[config.mk]
export PLATFORM = sky130hd
export DESIGN_NAME = terminal_escape_key_decoder
export DESIGN_NICKNAME = d
export VERILOG_FILES = /design/src/rtl/core/tekd_pkg.sv /design/src/rtl/core/terminal_escape_key_decoder.sv
export VERILOG_INCLUDE_DIRS = /design/src /design/src/rtl/core
export SDC_FILE = /design/constraint.sdc
export NUM_CORES = 1
export LEC_CHECK = 0
export BUFFER_PORTS_ARGS = -buffer_cell sky130_fd_sc_hd__buf_4
export CORE_MARGIN = 4
export CORE_UTILIZATION = 41
export DETAILED_ROUTE_END_ITERATION = 12
export PLACE_DENSITY = 0.56
export SLEW_MARGIN = 40
export SYNTH_ARGS = -nofsm -noshare
export SYNTH_HDL_FRONTEND = slang
export SYNTH_SLANG_ARGS = --single-unit
[constraint.sdc]
create_clock -name clk -period 5.22 [get_ports clk]
set_input_delay 1.566 -clock clk [delete_from_list [all_inputs] [get_ports clk]]
set_output_delay 1.566 -clock clk [all_outputs]
set_load 0.02 [all_outputs]
[src/rtl/core/terminal_escape_key_decoder_assert.svh]
// Assertion macros for the terminal escape key decoder.
// Depends on a clock named clk and a reset named rst in the including module.
`ifndef TERMINAL_ESCAPE_KEY_DECODER_ASSERT_SVH
`define TERMINAL_ESCAPE_KEY_DECODER_ASSERT_SVH
`ifndef NO_ASSERTIONS
`define TEKD_ASSERT(lbl, prop, msg) \
  lbl: assert property (@(posedge clk) disable iff (rst) prop) else $error(msg);
`define TEKD_ASSERT_ALWAYS(lbl, prop, msg) \
  lbl: assert property (@(posedge clk) prop) else $error(msg);
`else
`define TEKD_ASSERT(lbl, prop, msg)
`define TEKD_ASSERT_ALWAYS(lbl, prop, msg)
`endif
`endif

[src/rtl/core/tekd_pkg.sv]
// Shared types, codes and the key decode function for the terminal escape key decoder.
// No dependencies.
package tekd_pkg;

  typedef enum logic [1:0] {
    MODE_DATA = 2'd0,
    MODE_IDLE = 2'd1,
    MODE_END  = 2'd2
  } mode_t;

  typedef enum logic [1:0] {
    ST_PLAIN = 2'd0,
    ST_ESC   = 2'd1,
    ST_PARAM = 2'd2,
    ST_INTER = 2'd3
  } parse_state_t;

  localparam logic [7:0] ESC_CODE    = 8'd27;
  localparam logic [7:0] CHR_LBRACK  = 8'h5B;
  localparam logic [7:0] CHR_TILDE   = 8'h7E;
  localparam logic [7:0] CHR_ONE     = 8'h31;
  localparam logic [7:0] CHR_SIX     = 8'h36;
  localparam logic [7:0] CHR_UP      = 8'h41;
  localparam logic [7:0] CHR_DOWN    = 8'h42;
  localparam logic [7:0] CHR_RIGHT   = 8'h43;
  localparam logic [7:0] CHR_LEFT    = 8'h44;
  localparam logic [7:0] CHR_END     = 8'h46;
  localparam logic [7:0] CHR_HOME    = 8'h48;
  localparam logic [7:0] PARAM_LO    = 8'h30;
  localparam logic [7:0] PARAM_HI    = 8'h3F;
  localparam logic [7:0] INTER_LO    = 8'h20;
  localparam logic [7:0] INTER_HI    = 8'h2F;
  localparam logic [7:0] PRINT_LO    = 8'd32;
  localparam logic [7:0] PRINT_HI    = 8'd127;
  localparam logic [7:0] CTRL_HI     = 8'd26;
  localparam logic [7:0] IDLE_MAX    = 8'd255;
  localparam logic [7:0] IDLE_TICKS_RESET = 8'd2;

  localparam logic [3:0] KC_NONE  = 4'd0;
  localparam logic [3:0] KC_UP    = 4'd1;
  localparam logic [3:0] KC_DOWN  = 4'd2;
  localparam logic [3:0] KC_RIGHT = 4'd3;
  localparam logic [3:0] KC_LEFT  = 4'd4;
  localparam logic [3:0] KC_HOME  = 4'd5;
  localparam logic [3:0] KC_END   = 4'd8;

  typedef struct packed {
    logic [3:0] key_code;
    logic [6:0] char_code;
    logic       pressed;
  } key_event_t;

  function automatic key_event_t decode_keys(input logic [7:0] b0, input logic [7:0] b1,
                                             input logic [7:0] b2, input logic [7:0] b3);
    key_event_t ev;
    logic [7:0] tilde_ofs;
    ev = '0;
    tilde_ofs = b2 - CHR_ONE;
    if ((b0 >= PRINT_LO && b0 <= PRINT_HI) || (b0 >= 8'd1 && b0 <= CTRL_HI)) begin
      ev.pressed = 1'b1;
      ev.char_code = b0[6:0];
    end else if (b0 == ESC_CODE && b1 == 8'd0) begin
      ev.pressed = 1'b1;
      ev.char_code = b0[6:0];
    end else if (b0 == ESC_CODE && b1 == CHR_LBRACK) begin
      ev.pressed = 1'b1;
      if (b2 == CHR_UP) begin
        ev.key_code = KC_UP;
      end else if (b2 == CHR_DOWN) begin
        ev.key_code = KC_DOWN;
      end else if (b2 == CHR_RIGHT) begin
        ev.key_code = KC_RIGHT;
      end else if (b2 == CHR_LEFT) begin
        ev.key_code = KC_LEFT;
      end else if (b2 == CHR_HOME) begin
        ev.key_code = KC_HOME;
      end else if (b2 == CHR_END) begin
        ev.key_code = KC_END;
      end else if (b2 >= CHR_ONE && b2 <= CHR_SIX && b3 == CHR_TILDE) begin
        ev.key_code = KC_HOME + tilde_ofs[3:0];
      end
    end
    return ev;
  endfunction

endpackage

[src/rtl/core/terminal_escape_key_decoder.sv]
// A request that completes an event shows its result in the cycle after its acceptance.
// One request per cycle unless an untaken result stalls the input; the parser state and
// the result register are the only storage, and it frees as soon as its event is taken.
// Reset (synchronous, active high) returns the parser to plain state, clears the gathered
// bytes, length and idle count, drops the result, and sets the idle threshold to 2.
// Depends on tekd_pkg and terminal_escape_key_decoder_assert.svh.
`include "terminal_escape_key_decoder_assert.svh"

module terminal_escape_key_decoder import tekd_pkg::*; #(
  parameter int MAX_SEQ_LEN = 16
) (
  input  logic        clk,
  input  logic        rst,
  input  logic        cfg_we,
  input  logic [7:0]  cfg_wdata,
  input  logic        s_axis_tvalid,
  output logic        s_axis_tready,
  input  logic [7:0]  s_axis_tdata,   // [7:0] data_byte
  input  logic [1:0]  s_axis_tuser,   // [1:0] mode
  output logic        m_axis_tvalid,
  input  logic        m_axis_tready,
  output logic [15:0] m_axis_tdata,   // [6:0] char_code, [10:7] key_code, [15:11] zero
  output logic        m_axis_tuser    // [0] pressed
);

  localparam int LEN_W = $clog2(MAX_SEQ_LEN + 1);

  logic [7:0]       esc_idle_ticks;
  parse_state_t     parse_state, parse_state_next;
  logic [7:0]       seq_bytes [4];
  logic [7:0]       seq_bytes_next [4];
  logic [LEN_W-1:0] seq_length, seq_length_next;
  logic [7:0]       idle_count, idle_count_next;
  logic             out_valid;
  key_event_t       out_event;

  mode_t            req_mode;
  logic             req_accept;
  logic             keep_open;
  logic             emit;
  logic [LEN_W-1:0] len_inc;
  logic [7:0]       idle_inc;
  key_event_t       event_next;

  assign req_mode      = mode_t'(s_axis_tuser);
  assign s_axis_tready = !out_valid || m_axis_tready;
  assign req_accept    = s_axis_tvalid && s_axis_tready;
  assign len_inc       = seq_length + LEN_W'(1);
  assign idle_inc      = (idle_count < IDLE_MAX) ? idle_count + 8'd1 : idle_count;

  // Next parser state, gathered bytes and counters for the request in flight.
  always_comb begin
    parse_state_next = parse_state;
    seq_length_next  = seq_length;
    idle_count_next  = idle_count;
    keep_open        = 1'b0;
    emit             = 1'b0;
    for (int i = 0; i < 4; i++) begin
      seq_bytes_next[i] = seq_bytes[i];
    end
    unique case (parse_state)
      ST_PLAIN: begin
        keep_open = (s_axis_tdata == ESC_CODE);
      end
      ST_ESC: begin
        keep_open = (s_axis_tdata == CHR_LBRACK);
      end
      ST_PARAM: begin
        keep_open = (s_axis_tdata >= PARAM_LO && s_axis_tdata <= PARAM_HI)
                 || (s_axis_tdata >= INTER_LO && s_axis_tdata <= INTER_HI);
      end
      ST_INTER: begin
        keep_open = (s_axis_tdata >= INTER_LO && s_axis_tdata <= INTER_HI);
      end
      default: begin
        keep_open = 1'b0;
      end
    endcase
    unique case (req_mode)
      MODE_DATA: begin
        idle_count_next = '0;
        if (seq_length < LEN_W'(4)) begin
          seq_bytes_next[seq_length[1:0]] = s_axis_tdata;
        end
        seq_length_next = len_inc;
        emit = !keep_open || (len_inc >= LEN_W'(MAX_SEQ_LEN));
        unique case (parse_state)
          ST_PLAIN: parse_state_next = ST_ESC;
          ST_ESC:   parse_state_next = ST_PARAM;
          ST_PARAM: begin
            if (!(s_axis_tdata >= PARAM_LO && s_axis_tdata <= PARAM_HI)) begin
              parse_state_next = ST_INTER;
            end
          end
          default:  parse_state_next = ST_INTER;
        endcase
      end
      MODE_IDLE: begin
        if (seq_length != '0) begin
          idle_count_next = idle_inc;
          emit = (idle_inc >= esc_idle_ticks);
        end
      end
      MODE_END: begin
        emit = 1'b1;
      end
      default: begin
        emit = 1'b0;
      end
    endcase
    if (emit) begin
      parse_state_next = ST_PLAIN;
      seq_length_next  = '0;
      idle_count_next  = '0;
      for (int i = 0; i < 4; i++) begin
        seq_bytes_next[i] = '0;
      end
    end
  end

  // Event decoded from the first four bytes as they stand after this request.
  always_comb begin
    event_next = decode_keys(seq_bytes_next[0], seq_bytes_next[1],
                             seq_bytes_next[2], seq_bytes_next[3]);
    if (emit) begin
      event_next = decode_keys((req_mode == MODE_DATA && seq_length == '0) ? s_axis_tdata
                                 : seq_bytes[0],
                               (req_mode == MODE_DATA && seq_length == LEN_W'(1))
                                 ? s_axis_tdata : seq_bytes[1],
                               (req_mode == MODE_DATA && seq_length == LEN_W'(2))
                                 ? s_axis_tdata : seq_bytes[2],
                               (req_mode == MODE_DATA && seq_length == LEN_W'(3))
                                 ? s_axis_tdata : seq_bytes[3]);
    end
  end

  always_ff @(posedge clk) begin
    if (rst) begin
      esc_idle_ticks <= IDLE_TICKS_RESET;
    end else if (cfg_we) begin
      esc_idle_ticks <= cfg_wdata;
    end
  end

  always_ff @(posedge clk) begin
    if (rst) begin
      parse_state <= ST_PLAIN;
      seq_length  <= '0;
      idle_count  <= '0;
      for (int i = 0; i < 4; i++) begin
        seq_bytes[i] <= '0;
      end
    end else if (req_accept) begin
      parse_state <= parse_state_next;
      seq_length  <= seq_length_next;
      idle_count  <= idle_count_next;
      for (int i = 0; i < 4; i++) begin
        seq_bytes[i] <= seq_bytes_next[i];
      end
    end
  end

  always_ff @(posedge clk) begin
    if (rst) begin
      out_valid <= 1'b0;
    end else if (req_accept) begin
      out_valid <= emit;
    end else if (m_axis_tready) begin
      out_valid <= 1'b0;
    end
  end

  always_ff @(posedge clk) begin
    if (req_accept && emit) begin
      out_event <= event_next;
    end
  end

  assign m_axis_tvalid = out_valid;
  assign m_axis_tuser  = out_event.pressed;
  assign m_axis_tdata  = {5'd0, out_event.key_code, out_event.char_code};

  `TEKD_ASSERT(a_idle_needs_seq, (idle_count != '0) |-> (seq_length != '0), "stray idle count")
  `TEKD_ASSERT(a_state_seq, (parse_state != ST_PLAIN) |-> (seq_length != '0), "open, no bytes")
  `TEKD_ASSERT_ALWAYS(a_len_bound, !rst |-> (seq_length < LEN_W'(MAX_SEQ_LEN)), "length overrun")
  `TEKD_ASSERT(a_end_evt, (req_accept && req_mode == MODE_END) |=> m_axis_tvalid, "no end event")
  `TEKD_ASSERT(a_unk, (m_axis_tvalid && !m_axis_tuser) |-> (m_axis_tdata == '0), "stray data")

endmodule

Yosys cells after proc, flatten, opt, wreduce, memory -nomap -nowiden
Memories as Yosys holds them, arrays and structs flattened.
Cells that the tools add are included.
Operators by class
  $add $sub $neg: 6
  multiply operators: 0
  div/mod/pow operators: 0
  $lt $le $gt $ge: 22
  equality and inequality tests: 30
  shift-type cells: 0
  mux-type cells: 63
  bitwise logic cells: 5
  reductions and logical operators: 40
Operators by type and width (count)
  $eq 8x7->1 const B: 17
  $mux 8: 14
  $mux 32: 3
  $mux 4: 20
  $ge 8x6->1 const B: 6
  $bwmux 32: 1
  $le 8x6->1 const B: 4
  $eq 8x5->1 const B: 3
  $logic_and 1x1->1: 21
  $demux 8 s2: 1
  $ge 8x1->1 const B: 2
  $le 8x5->1 const B: 2
  $le 8x7->1 const B: 2
  $logic_not 8->1: 2
  $pmux 8 s2: 1
  $mux 7: 2
  $mux 1: 12
  $mux 12: 1
  $eq 5x2->1 const B: 2
  $mux 5: 2
  $add 3x4->4 const A: 2
  $add 8x1->8 const B: 1
  $ge 8x8->1: 1
  $lt 8x8->1 const B: 1
  25 further kinds: 43
Word-level totals
  register bits: 36
  bits in latches: 0
  bits in writable memories: 32
  ROM bits: 0
  input bits: 23
  output and inout bits: 19
  logic and storage cells: 175
  memories kept: 1
Memories
  seq_bytes: words 4, width 8, read ports 4, clocked after Yosys merged registers in 0, wr ports 4, line terminal_escape_key_decoder.sv:30  | logic [7:0] seq_bytes [4];

Logic depth before layout (Yosys ltp)
  depth after elaboration: 23
  depth in mapped cells: 19
  mapped depth without buffers: 19

Worst setup path after synthesis
Ideal clock, no wire load.
  kind: input port to flip-flop
  start point: input s_axis_tuser[0]
  end point: register out_event, in the netlist m_axis_tdata[7] (data pin)
  library setup time: 0.133 ns
  arrival time: 4.456 ns
  data required time: 5.087 ns
  slack: 0.632 ns
  stages on the path: 12
  path buffers: 2
  path through: or4b_4 or2_1 buf_6 buf_2 mux2_2 nand2_1 ha_1 or3b_1 a311oi_1 a21bo_2 a21oi_1 o221a_1
RTL lines
  start: declaration: line terminal_escape_key_decoder.sv:19  | input logic [1:0] s_axis_tuser,
  end signal: assignment: line terminal_escape_key_decoder.sv:175  | out_event <= event_next;
  end: declaration: line terminal_escape_key_decoder.sv:35  | key_event_t out_event;

==> metrics.md <==
| Metric | Value |
|---|---|
| Initial DRC Count | 158 |
| Initial antenna violation count | 0 |
| Power per Cell Area | 238 nW/um2 |
| Psw | 0.307 mW |
| Post-cts gate resize count | 0 |
| Global Route met2 Usage | 29.3% |
| Status | complete, no violations |
| Post-Synthesis Cells | approximately 460 |
| # clock sinks | 68 |
| Final hold violation count | 0 |
| Setup TNS | 0 ns |
| Combinational power share | 13.1% |
| Worst skew pair latency | 0.35 ns |
| Seq pwr share | 54.3% |
| ANT cells | 0 |
| Syn_area_per_cell | about 9 um2 |
| CP bufs+invs | 2 |
| First drt pass iteration count | 5 |
| Largest net degree at the start of global routing | 33 |
| Tmin final | 4.67 ns |
| Register area share after synthesis | 42.7% |
| Post-synth design cell area | 4220 um2 |
| Routing usage on met1 | 24.5% |
| Switching Fraction | 27.3% |
| Layout area overhead | 12.0% |
| Area of the multi-input gates | 2220 um2 |
| Vias | 3376 |
| Clock power frac | 32.7% |
| Worst-Margin Slew | 0.745 ns |
| Max-Slew Margin vs Limit | 50.3% |
| GR Util met3 | under 10% |
| First-pass GRT wire length | 16.8 mm |
| CTS max path bufs | 2 |
| Leakage | slightly below 2 nW |
| Max stage delay on crit path | 0.54 ns |
| Routability cong. | between 0.8 and 0.9 |
| Hold Path Class | reg -> reg |
| CP required | 5.45 ns |
| Final WL | 10.3 mm |
| Nets | 530 |
| Post-synth cell types | 63 |
| Chip width | between 100 and 150 um |
| Number of synthesized flops with an enable pin | 44 |
| Vias in the first global route | 3306 |
| Crit-path max FO | 12 |
| Max-Cap Viols | 0 |
| #FFs+latches synth | 68 |
| Final Util | 47.7% |
| VDD IR-drop max | 175 uV |
| Setup Buffers After CTS | 0 |
| Initial Util | 42.6% |
| CP max-delay cell | or4b_4 |
| CP Class | in -> reg |
| Synth Warn # | 0 |
| Share of cells above drive strength 1 | 13.4% |
| Crit-path cells | buf_4 > or4b_4 > or2_1 > mux2i_2 > inv_1 > nand2_1 > ha_1 > or3b_1 > a311oi_1 > a21bo_2 > a21oi_1 > o221a_1 |
| Setup-failing EPs final | 0 |
| Layout fillers | 972 |
| Register area | ~1800 um2 |
| Internal | 0.819 mW |
| Post-route ant nets | 0 |
| DPL Wire Length | 7.30 mm |
| Crit share post-route | 89.5% |
| Port Buffer Count | 36 |
| Worst Setup End Kind | register |
| Fraction of registers with async set/reset | 0% |
| DP Cell Count | roughly 600 |
| CTS tree | built |
| CTS root buf | clkbuf_8 |
| Clock skew | 0.0104 ns |
| Clk slew on worst S/H paths | 0.08 ns |
| Most used routing layer | met2 |
| Critical Path AT | 4.90 ns |
| Post-synth top flop | edfxtp_1 |
| Non-filler cells, final | 625 |
| # H-tree levels | 3 |
| Max frequency | about 210 MHz |
| Die area | approximately 12000 um2 |
| DRC viols | 0 |
| Gr usage total | 18.2% |
| Vias per inst | 5.40 |
| Core area | 9910 um2 |
| Hold_buf cts | 0 |
| Site Rows | 36 |
| Drt wl/cell | roughly 16 um |
| RSZ-0062 raised after global routing | no |
| Final Max Slew Viols | 0 |
| Die Y | 109 um |
| Crit-path leading delay family | simple AND/OR/NAND/NOR gates |
| I/O pins | 42 |
| CP Launch Type | primary input |
| Gr ovfl total | 0 |
| Total CTS buffers | 9 |
==> cell usage in the layout, fill, tap and decap left out, types with 4 or more instances in the layout <==
master	n
nor2b_1	4
nand3b_1	5
a21oi_1	31
nand3_1	15
dfxtp_1	24
mux2i_1	35
o21ai_0	16
and3_1	5
ha_1	20
xnor2_1	5
nand2b_1	6
nor4_1	5
clkbuf_8	9
nand4_1	10
conb_1	5
o21ai_1	5
inv_1	24
o211ai_1	4
nor3_1	15
nor2_1	66
nand2_1	35
nand4b_1	5
buf_4	40
edfxtp_1	44
==> path summary, 6_finish.rpt <==
check / from / endpoint / slack, ns / cells past startpoint
worst max-delay path: s_axis_tuser[0] / m_axis_tdata[7] / 0.55 / 12
worst min-delay path: idle_count[6] / idle_count[6] / 0.48 / 2
worst max register to register: idle_count[0] / m_axis_tdata[7] / 0.64 / 18
worst min register to register: idle_count[6] / idle_count[6] / 0.48 / 2
==> synthesized netlist by cell type, types with 3 or more instances <==
library cell   n  area [um2]
buf_4          5        37.5
ha_1          20         250
dfxtp_1       24         480
nand2b_1       6        37.5
nor2_1        66         248
edfxtp_1      44        1320
nand4_1       10        62.6
and2_1         3        18.8
a21o_1         3        22.5
o211ai_1       4        30.0
nor3_1        15        75.1
nand3_1       15        75.1
and3_1         5        31.3
mux2_2         3        33.8
inv_1         24        90.1
nand3b_1       5        37.5
o21ai_1        5        25.0
a21oi_1       31         155
nand4b_1       5        43.8
nand2_1       35         131
o21ai_0       16        80.1
nor2b_1        4        25.0
nor4_1         5        31.3
or3_1          3        18.8
xnor2_1        5        43.8
mux2i_1       35         350
clkbuf_1      18        67.6
a31oi_1        3        18.8
==> cells by family after synthesis <==
| logic type | count (synthesis) | share of synthesized area (%) |
|---|---|---|
| adder cells (fa/ha/maj) | 20 | 5.93 |
| AO/OA/AOI/OAI | 85 | 12.7 |
| buffers and inverters | 51 | 5.19 |
| AND/OR/NAND/NOR | 187 | 22.0 |
| XOR/XNOR | 6 | 1.25 |
| flip-flops | 68 | 42.7 |
| multiplexers | 41 | 10.1 |
| other | 1 | 0.0889 |
==> sequential cells by signal (all words and copies together), names as in the netlist <==
register        cells
m_axis_tdata       11
m_axis_tvalid       1
idle_count          8
m_axis_tuser        1
seq_bytes          32
esc_idle_ticks      8
parse_state         2
seq_length          5
==> area by class of cell <==
cell class	count	share of cell area, %
multi-input combinational	344	46.9
sequential	68	38.1
timing repair buffer	40	6.35
tap	133	3.52
clock buffer	12	2.86
inverter	24	1.91
clock inverter	4	0.344
==> power groups by stage <==
stage | Sequential, mW | Clock [mW] | Combinational (mW)
4_1_cts | 0.611 | 0.380 | 0.147
3_5_place_dp | 0.623 | 0 | 0.146
3_3_place_gp | 0.623 | 0 | 0.145
2_1_floorplan | 0.625 | 0 | 0.0949
6_report | 0.611 | 0.368 | 0.147
5_1_grt | 0.614 | 0.406 | 0.163
==> tightest hold or removal path: stages (launching register included) <==
cell     delay [ns]
dfxtp_1        0.32
nand2_1        0.06
a21oi_1        0.06
==> metal layers <==
layer | wire length [um] | up-vias | share of wire, %
met5 | 0 | - | 0
met4 | 122 | 0 | 1.2
met3 | 472 | 12 | 4.6
met2 | 4810 | 69 | 47
met1 | 4880 | 1589 | 47
li1 | - | 1706 | -
==> through the flow <==
step / setup WS, ns / area [um2] / total power [mW] / hold WS, ns
2_1_floorplan: 0.632 / 4240 / 0.719 / 0.445
3_3_place_gp: 0.407 / 4570 / 0.768 / 0.459
3_5_place_dp: 0.247 / 4570 / 0.770 / 0.463
5_1_grt: 0.194 / 4730 / 1.18 / 0.526
4_1_cts: 0.610 / 4730 / 1.14 / 0.479
6_report: 0.547 / 4730 / 1.13 / 0.482
Power figures use the tool's default switching activity.
